===== src/hdl/rrd_pkg.sv =====
// rrd_pkg: shared constants, control structs and helper function for the
// run-length row decoder; no dependencies
`timescale 1ns / 1ps
`default_nettype none

package rrd_pkg;

    localparam int BYTE_W      = 8;
    localparam int WORD_W      = 32;
    localparam int LANES       = WORD_W / BYTE_W;
    localparam int VALID_W     = 3;
    localparam int COUNT_W     = 7;
    localparam int ROW_WIDTH_W = 13;
    localparam int CFG_DATA_W  = ROW_WIDTH_W;
    localparam int CFG_INDEX_W = 1;
    localparam int RES_LIMIT   = 32;
    localparam int RES_CNT_W   = $clog2(RES_LIMIT);

    localparam int MAX_ROW_WIDTH_DEF = 4096;
    localparam int PACK_BYTES_DEF    = 4;

    localparam logic                   RLE_MODE_RST  = 1'b1;
    localparam logic [ROW_WIDTH_W-1:0] ROW_WIDTH_RST = 13'd256;

    localparam logic [CFG_INDEX_W-1:0] CFG_RLE_MODE  = 1'b0;
    localparam logic [CFG_INDEX_W-1:0] CFG_ROW_WIDTH = 1'b1;

    typedef struct packed {
        logic in_ready;
        logic accept;
        logic emit_next;
    } rrd_cmd_t;

    typedef struct packed {
        logic slot_free;
        logic multi;
        logic pend_last;
    } rrd_status_t;

    function automatic logic [WORD_W-1:0] rep_word(input logic [BYTE_W-1:0]  b,
                                                    input logic [VALID_W-1:0] n);
        logic [WORD_W-1:0] w;
        w = '0;
        for (int i = 0; i < LANES; i++)
        begin
            if (VALID_W'(i) < n)
            begin
                w[i*BYTE_W +: BYTE_W] = b;
            end
        end
        return w;
    endfunction

endpackage

`default_nettype wire


===== src/hdl/rrd_datapath.sv =====
// rrd_datapath: configuration, row state, result packer and output register
// depends on rrd_pkg
`timescale 1ns / 1ps
`default_nettype none

module rrd_datapath import rrd_pkg::*;
#(
    parameter int MAX_ROW_WIDTH = MAX_ROW_WIDTH_DEF,
    parameter int PACK_BYTES    = PACK_BYTES_DEF
)
(
    input  wire logic                   clk,
    input  wire logic                   rst_n,
    input  wire logic                   cfg_we,
    input  wire logic [CFG_INDEX_W-1:0] cfg_index,
    input  wire logic [CFG_DATA_W-1:0]  cfg_data,
    input  wire logic [BYTE_W-1:0]      data_byte,
    input  wire logic                   row_start,
    input  wire logic                   out_ready,
    input  wire rrd_cmd_t               cmd,
    output rrd_status_t                 status,
    output logic                        out_valid,
    output logic [WORD_W-1:0]           pixel_word,
    output logic [VALID_W-1:0]          valid_bytes,
    output logic                        run_last,
    output logic                        row_end,
    output logic                        overflow
);

    localparam int POS_W    = (MAX_ROW_WIDTH >= (1 << ROW_WIDTH_W) - 1) ? ROW_WIDTH_W
                              : $clog2(MAX_ROW_WIDTH + 1);
    localparam int LANE_MAX = (PACK_BYTES < LANES) ? PACK_BYTES : LANES;
    localparam logic [COUNT_W-1:0] PACK_L = COUNT_W'(PACK_BYTES);
    localparam logic [COUNT_W-1:0] LANE_L = COUNT_W'(LANE_MAX);

    typedef enum logic [1:0] {PH_HEADER, PH_LITERAL, PH_RUN, PH_DONE} phase_t;

    // configuration
    logic                   rle_mode_reg;
    logic [ROW_WIDTH_W-1:0] row_width_reg;

    // row state
    phase_t             phase_reg,  phase_next;
    logic [COUNT_W-1:0] count_reg,  count_next;
    logic [POS_W-1:0]   pos_reg,    pos_next;
    logic               ovf_reg,    ovf_next;

    // burst state
    logic [BYTE_W-1:0]    emit_byte_reg, emit_byte_next;
    logic [COUNT_W-1:0]   emit_left_reg, emit_left_next;
    logic [RES_CNT_W-1:0] emit_cnt_reg,  emit_cnt_next;
    logic                 emit_end_reg,  emit_end_next;

    // output register
    logic               out_valid_reg, out_valid_next;
    logic [WORD_W-1:0]  word_reg,      word_next;
    logic [VALID_W-1:0] vb_reg,        vb_next;
    logic               last_reg,      last_next;
    logic               end_reg,       end_next;
    logic               oflag_reg,     oflag_next;

    // request decode
    phase_t             ph0,  ph_upd;
    logic [COUNT_W-1:0] cnt0, cnt_upd, cnt_dec;
    logic [POS_W-1:0]   pos0, pos_upd, width_eff, room;
    logic               ovf0, ovf_upd;
    logic               do_emit, zero_hdr, verbatim, end_flag;
    logic [COUNT_W-1:0] n, m;
    logic [VALID_W-1:0] first_vb, next_vb;
    logic               first_last, next_last;
    logic               load_first;

    always_comb
    begin
        ph0  = row_start ? PH_HEADER : phase_reg;
        cnt0 = row_start ? '0 : count_reg;
        pos0 = row_start ? '0 : pos_reg;
        ovf0 = row_start ? 1'b0 : ovf_reg;

        ph_upd   = ph0;
        cnt_upd  = cnt0;
        cnt_dec  = (cnt0 != '0) ? cnt0 - 1'b1 : '0;
        do_emit  = 1'b0;
        zero_hdr = 1'b0;
        verbatim = 1'b0;
        n        = '0;

        if (!rle_mode_reg)
        begin
            do_emit  = 1'b1;
            verbatim = 1'b1;
            n        = COUNT_W'(1);
        end
        else
        begin
            case (ph0)
                PH_HEADER:
                begin
                    if (data_byte[COUNT_W-1:0] == '0)
                    begin
                        zero_hdr = 1'b1;
                        ph_upd   = PH_DONE;
                    end
                    else
                    begin
                        cnt_upd = data_byte[COUNT_W-1:0];
                        ph_upd  = data_byte[BYTE_W-1] ? PH_LITERAL : PH_RUN;
                    end
                end
                PH_LITERAL:
                begin
                    cnt_upd = cnt_dec;
                    ph_upd  = (cnt_dec == '0) ? PH_HEADER : PH_LITERAL;
                    do_emit = 1'b1;
                    n       = COUNT_W'(1);
                end
                PH_RUN:
                begin
                    cnt_upd = '0;
                    ph_upd  = PH_HEADER;
                    do_emit = 1'b1;
                    n       = cnt0;
                end
                default:
                begin
                    ph_upd = ph0;
                end
            endcase
        end

        // clamp width and fit the request into the room left in the row
        if (32'(row_width_reg) > MAX_ROW_WIDTH)
        begin
            width_eff = POS_W'(MAX_ROW_WIDTH);
        end
        else
        begin
            width_eff = POS_W'(row_width_reg);
        end
        room     = (pos0 < width_eff) ? width_eff - pos0 : '0;
        m        = (32'(n) < 32'(room)) ? n : COUNT_W'(room);
        pos_upd  = do_emit ? pos0 + POS_W'(m) : pos0;
        ovf_upd  = ovf0 | (do_emit && (m < n));
        end_flag = verbatim && (m != '0) && (pos_upd == width_eff);

        first_vb   = (m < LANE_L) ? VALID_W'(m) : VALID_W'(LANE_L);
        first_last = (m <= PACK_L);

        next_vb   = (emit_left_reg < LANE_L) ? VALID_W'(emit_left_reg) : VALID_W'(LANE_L);
        next_last = (emit_left_reg <= PACK_L) || (emit_cnt_reg == RES_CNT_W'(RES_LIMIT - 1));

        status.slot_free = !out_valid_reg || out_ready;
        status.multi     = do_emit && (m > PACK_L);
        status.pend_last = next_last;

        load_first = cmd.accept && (do_emit || zero_hdr);

        phase_next = cmd.accept ? ph_upd  : phase_reg;
        count_next = cmd.accept ? cnt_upd : count_reg;
        pos_next   = cmd.accept ? pos_upd : pos_reg;
        ovf_next   = cmd.accept ? ovf_upd : ovf_reg;

        emit_byte_next = emit_byte_reg;
        emit_left_next = emit_left_reg;
        emit_cnt_next  = emit_cnt_reg;
        emit_end_next  = emit_end_reg;
        word_next      = word_reg;
        vb_next        = vb_reg;
        last_next      = last_reg;
        end_next       = end_reg;
        oflag_next     = oflag_reg;
        out_valid_next = out_ready ? 1'b0 : out_valid_reg;

        if (load_first)
        begin
            out_valid_next = 1'b1;
            oflag_next     = ovf_upd;
            emit_byte_next = data_byte;
            emit_left_next = (m > PACK_L) ? m - PACK_L : '0;
            emit_cnt_next  = RES_CNT_W'(1);
            emit_end_next  = end_flag;
            if (zero_hdr)
            begin
                word_next = '0;
                vb_next   = '0;
                last_next = 1'b1;
                end_next  = 1'b1;
            end
            else
            begin
                word_next = rep_word(data_byte, first_vb);
                vb_next   = first_vb;
                last_next = first_last;
                end_next  = first_last && end_flag;
            end
        end
        else if (cmd.emit_next)
        begin
            out_valid_next = 1'b1;
            oflag_next     = ovf_reg;
            word_next      = rep_word(emit_byte_reg, next_vb);
            vb_next        = next_vb;
            last_next      = next_last;
            end_next       = next_last && emit_end_reg;
            emit_left_next = (emit_left_reg > PACK_L) ? emit_left_reg - PACK_L : '0;
            emit_cnt_next  = emit_cnt_reg + 1'b1;
        end
    end

    always_ff @(posedge clk or negedge rst_n)
    begin
        if (!rst_n)
        begin
            rle_mode_reg  <= RLE_MODE_RST;
            row_width_reg <= ROW_WIDTH_RST;
            phase_reg     <= PH_HEADER;
            count_reg     <= '0;
            pos_reg       <= '0;
            ovf_reg       <= 1'b0;
            out_valid_reg <= 1'b0;
        end
        else
        begin
            if (cfg_we)
            begin
                case (cfg_index)
                    CFG_RLE_MODE:  rle_mode_reg  <= cfg_data[0];
                    CFG_ROW_WIDTH: row_width_reg <= cfg_data;
                    default:       rle_mode_reg  <= rle_mode_reg;
                endcase
            end
            phase_reg     <= phase_next;
            count_reg     <= count_next;
            pos_reg       <= pos_next;
            ovf_reg       <= ovf_next;
            out_valid_reg <= out_valid_next;
        end
    end

    always_ff @(posedge clk)
    begin
        emit_byte_reg <= emit_byte_next;
        emit_left_reg <= emit_left_next;
        emit_cnt_reg  <= emit_cnt_next;
        emit_end_reg  <= emit_end_next;
        word_reg      <= word_next;
        vb_reg        <= vb_next;
        last_reg      <= last_next;
        end_reg       <= end_next;
        oflag_reg     <= oflag_next;
    end

    assign out_valid   = out_valid_reg;
    assign pixel_word  = word_reg;
    assign valid_bytes = vb_reg;
    assign run_last    = last_reg;
    assign row_end     = end_reg;
    assign overflow    = oflag_reg;

endmodule

`default_nettype wire


===== config.mk =====
export PLATFORM = sky130hd
export DESIGN_NAME = rrd_datapath
export DESIGN_NICKNAME = d
export VERILOG_FILES = /design/src/hdl/rrd_pkg.sv /design/src/hdl/rrd_datapath.sv
export SDC_FILE = /design/constraint.sdc
export NUM_CORES = 1
export LEC_CHECK = 0
export ABC_AREA = 1
export BUFFER_PORTS_ARGS = -buffer_cell sky130_fd_sc_hd__buf_2
export CORE_MARGIN = 1
export CORE_UTILIZATION = 45
export DETAILED_ROUTE_END_ITERATION = 8
export PLACE_DENSITY_LB_ADDON = 0.3
export SETUP_SLACK_MARGIN = 0.1
export SLEW_MARGIN = 20
export SYNTH_ARGS = -nofsm -noshare
export SYNTH_HDL_FRONTEND = slang
export SYNTH_SLANG_ARGS = --single-unit

===== constraint.sdc =====
create_clock -name clk -period 4.9 [get_ports clk]
set_input_delay 0.735 -clock clk [delete_from_list [all_inputs] [get_ports clk]]
set_output_delay 0.735 -clock clk [all_outputs]
set_load 0.05 [all_outputs]

==> metrics <==
hold_buf cts 0; remaining global-route overflow 0; row cnt 45; Synth Area in Simple Gates 0.3030; Post-Syn Nets between 1000 and 1500; initial core utilization 0.4624; Leak about 5.2 nW; ys flop type edfxtp_1; Max Fanout on Critical Path 7; post-synthesis adder-cell area fraction 0.08402; die height between 100 and 150 um; worst rel slew slack 0.3617; post-synthesis cell count 955; Layout Utilization 0.6825; number of global-route vias before repair slightly above 7000; fin crit share 1.131; CTS tree built; CTS Buf Count 9; sequential-to-total area share from yosys stat 0.3806; largest family of logic cells by synthesized area simple AND/OR/NAND/NOR gates; register bit total from synthesis 97; via count ~7400; EDFF count, synth 54; CP max-delay cell dfrtp_1; DRT Pass-1 Iters 5; Setup Skew about 7.4 ps; Area Overhead vs Synth 47.60%; global-route wire length before repair 32570 um; power per cell area between 400 and 500 nW/um^2; fin. max-slew vios 0; Worst Path Class, Setup reg2reg; synthesized area per cell 7.360 um^2; clock-pin slew on the worst setup and hold paths about 70 ps; max reg flops 32; vias per std cell 5.151; startpoint types register; Worst Tran Pin Value 957.4 ps; Distinct cells, synth 52; largest net degree at the start of global routing 44; routed len/inst 14.48 um; placer's final routability congestion estimate 0.9010; endpoints failing setup 3; CP Capture Type register; drt total wl 20830 um; H-tree Lvls 3; synth cell count leaders nand2_1, inv_1, nor2_1; Synth Area in Compound Gates 0.09701; 1st-iter DRT viols about 530; ys async rst share 0.3918; number of port buffers 70; failing checks negative setup slack; number of diodes 0; Max Buffers Root-to-Sink 2; maxcap violations 0; type of the most critical hold path reg2reg; final instance area roughly 10000 um^2; Core ar. about 15000 um^2; most common cell in the netlist nand2_1; Yosys top cell by area edfxtp_1; slowest cell delay on critical path around 400 ps; RSZ-0062 raised after global routing yes; nets 1322; Die W 127.0 um; Clk Latency, worst-skew pair 360 ps; HPWL Detailed around 14000 um; Tmin final 5542 ps; CP required roughly 5000 ps; Yosys Warn Count 0; VDD IR max ~0.0003 V; Routed Antenna Nets 0; DRC errors left 0; Post-Synth XOR/XNOR Area 0.03062; share of the synthesized area in the top cell type 0.2307; Die Area ~16000 um^2; GRT Total Usage 0.2596; clock sink count 97; outcome finished with violations; fin worst setup slack -642.5 ps; Post-Syn Area 7029 um^2; pre-CTS WS -763.9 ps; Critical Path AT 5770 ps; mux share of post-synthesis cell area 0.004806; Fin. Hold Viols 0; max frequency around 180 MHz; # IOs 72; CTS root buffer clkbuf_16; Synth area leaders edfxtp_1, nand2_1, dfrtp_1; CP dominant cell by count nand2_2; layout cells sized above 1 0.3941; initial antenna violation count 0; area of placed instances ~9000 um^2
## what timing repair did
item,CTS,global route
endpoints found under the setup margin,14,27
resized for setup,101,67
pin swaps,38,42
buffers inserted,58,9
cloned,0,0
## path summary, 6_finish.rpt
path / startpoint / endpoint / slack (ps) / cells after the start
setup / recovery: row_width_reg[7] / row_end / -640 / 48
hold / removal: emit_cnt_reg[4] / emit_cnt_reg[4] / 470 / 2
setup reg to reg: row_width_reg[7] / row_end / -640 / 48
hold reg to reg: emit_cnt_reg[4] / emit_cnt_reg[4] / 470 / 2
max in group asynchronous: rst_n / count_reg[3] / 3780 / 1
min in group asynchronous: rst_n / row_width_reg[5] / 520 / 1
## per-layer routing
metal  vias to the layer above  wire length [um]  GRT usage
li1                       3675                 -          -
met1                      3395              8295     0.2875
met2                       274             10680     0.4806
met3                        69              1007    0.04816
met4                         0               851     0.1204
met5                         -                 0          0
## cell type report
type | count | area [um^2]
multi-input cells | 675 | 4369
well taps | 188 | 235.2
clock buffers | 9 | 225.2
fillers | 1178 | 4827
repair buffers | 299 | 2156
flip-flops and latches | 97 | 2675
clock inverters | 7 | 90.09
inverters | 164 | 624.3
## metrics by stage
stage	cells	hold slack [ps]	TNS [ps]	power [mW]
finish	1439	466.9	-1803	4.850
global route	1439	508.5	-3572	5.150
CTS	1437	470.8	-1487	4.718
detailed placement	1364	461.1	-2371	3.666
global placement	1364	455.5	-1723	3.621
floorplan	955	439.4	-291.3	2.849
## layout by cell type, fill, tap and decap left out, types with 32 or more instances in the layout
master / netlist / layout
nand3_1: 82 / 70
inv_1: 157 / 131
o21ai_0: 44 / 32
nand2_2: 7 / 40
nand2_1: 247 / 202
buf_2: 1 / 69
buf_4: 2 / 211
dfrtp_1: 36 / 36
nor2_1: 104 / 92
edfxtp_1: 54 / 54
## report_power, final
part,switching (mW),leakage [nW],internal [mW]
registers,0.0798,1.05,1.10
clock network,0.340,0.156,0.410
logic,1.73,3.99,1.19
## kinds of logic (layout without fill, tap and decap cells)
kind of cell               after synthesis  in the layout
AOI/OAI and AO/OA                      119            119
buffers and inverters                  183            479
and+or+nand+nor                        484            484
muxes                                    3              3
adders and majority gates               46             46
DFF                                     97             97
xor gates and xnor gates                23             23
## worst max-delay path: cells and delay by family (launching register included)
| family | cells | cell delay (ps) |
|---|---|---|
| and+or+nand+nor | 32 | 2870 |
| AOI/OAI and AO/OA | 5 | 740 |
| adders and majority gates | 3 | 710 |
| buffers and inverters | 8 | 700 |
| DFF | 1 | 400 |
Note: power is estimated with default switching activity, not from simulation.
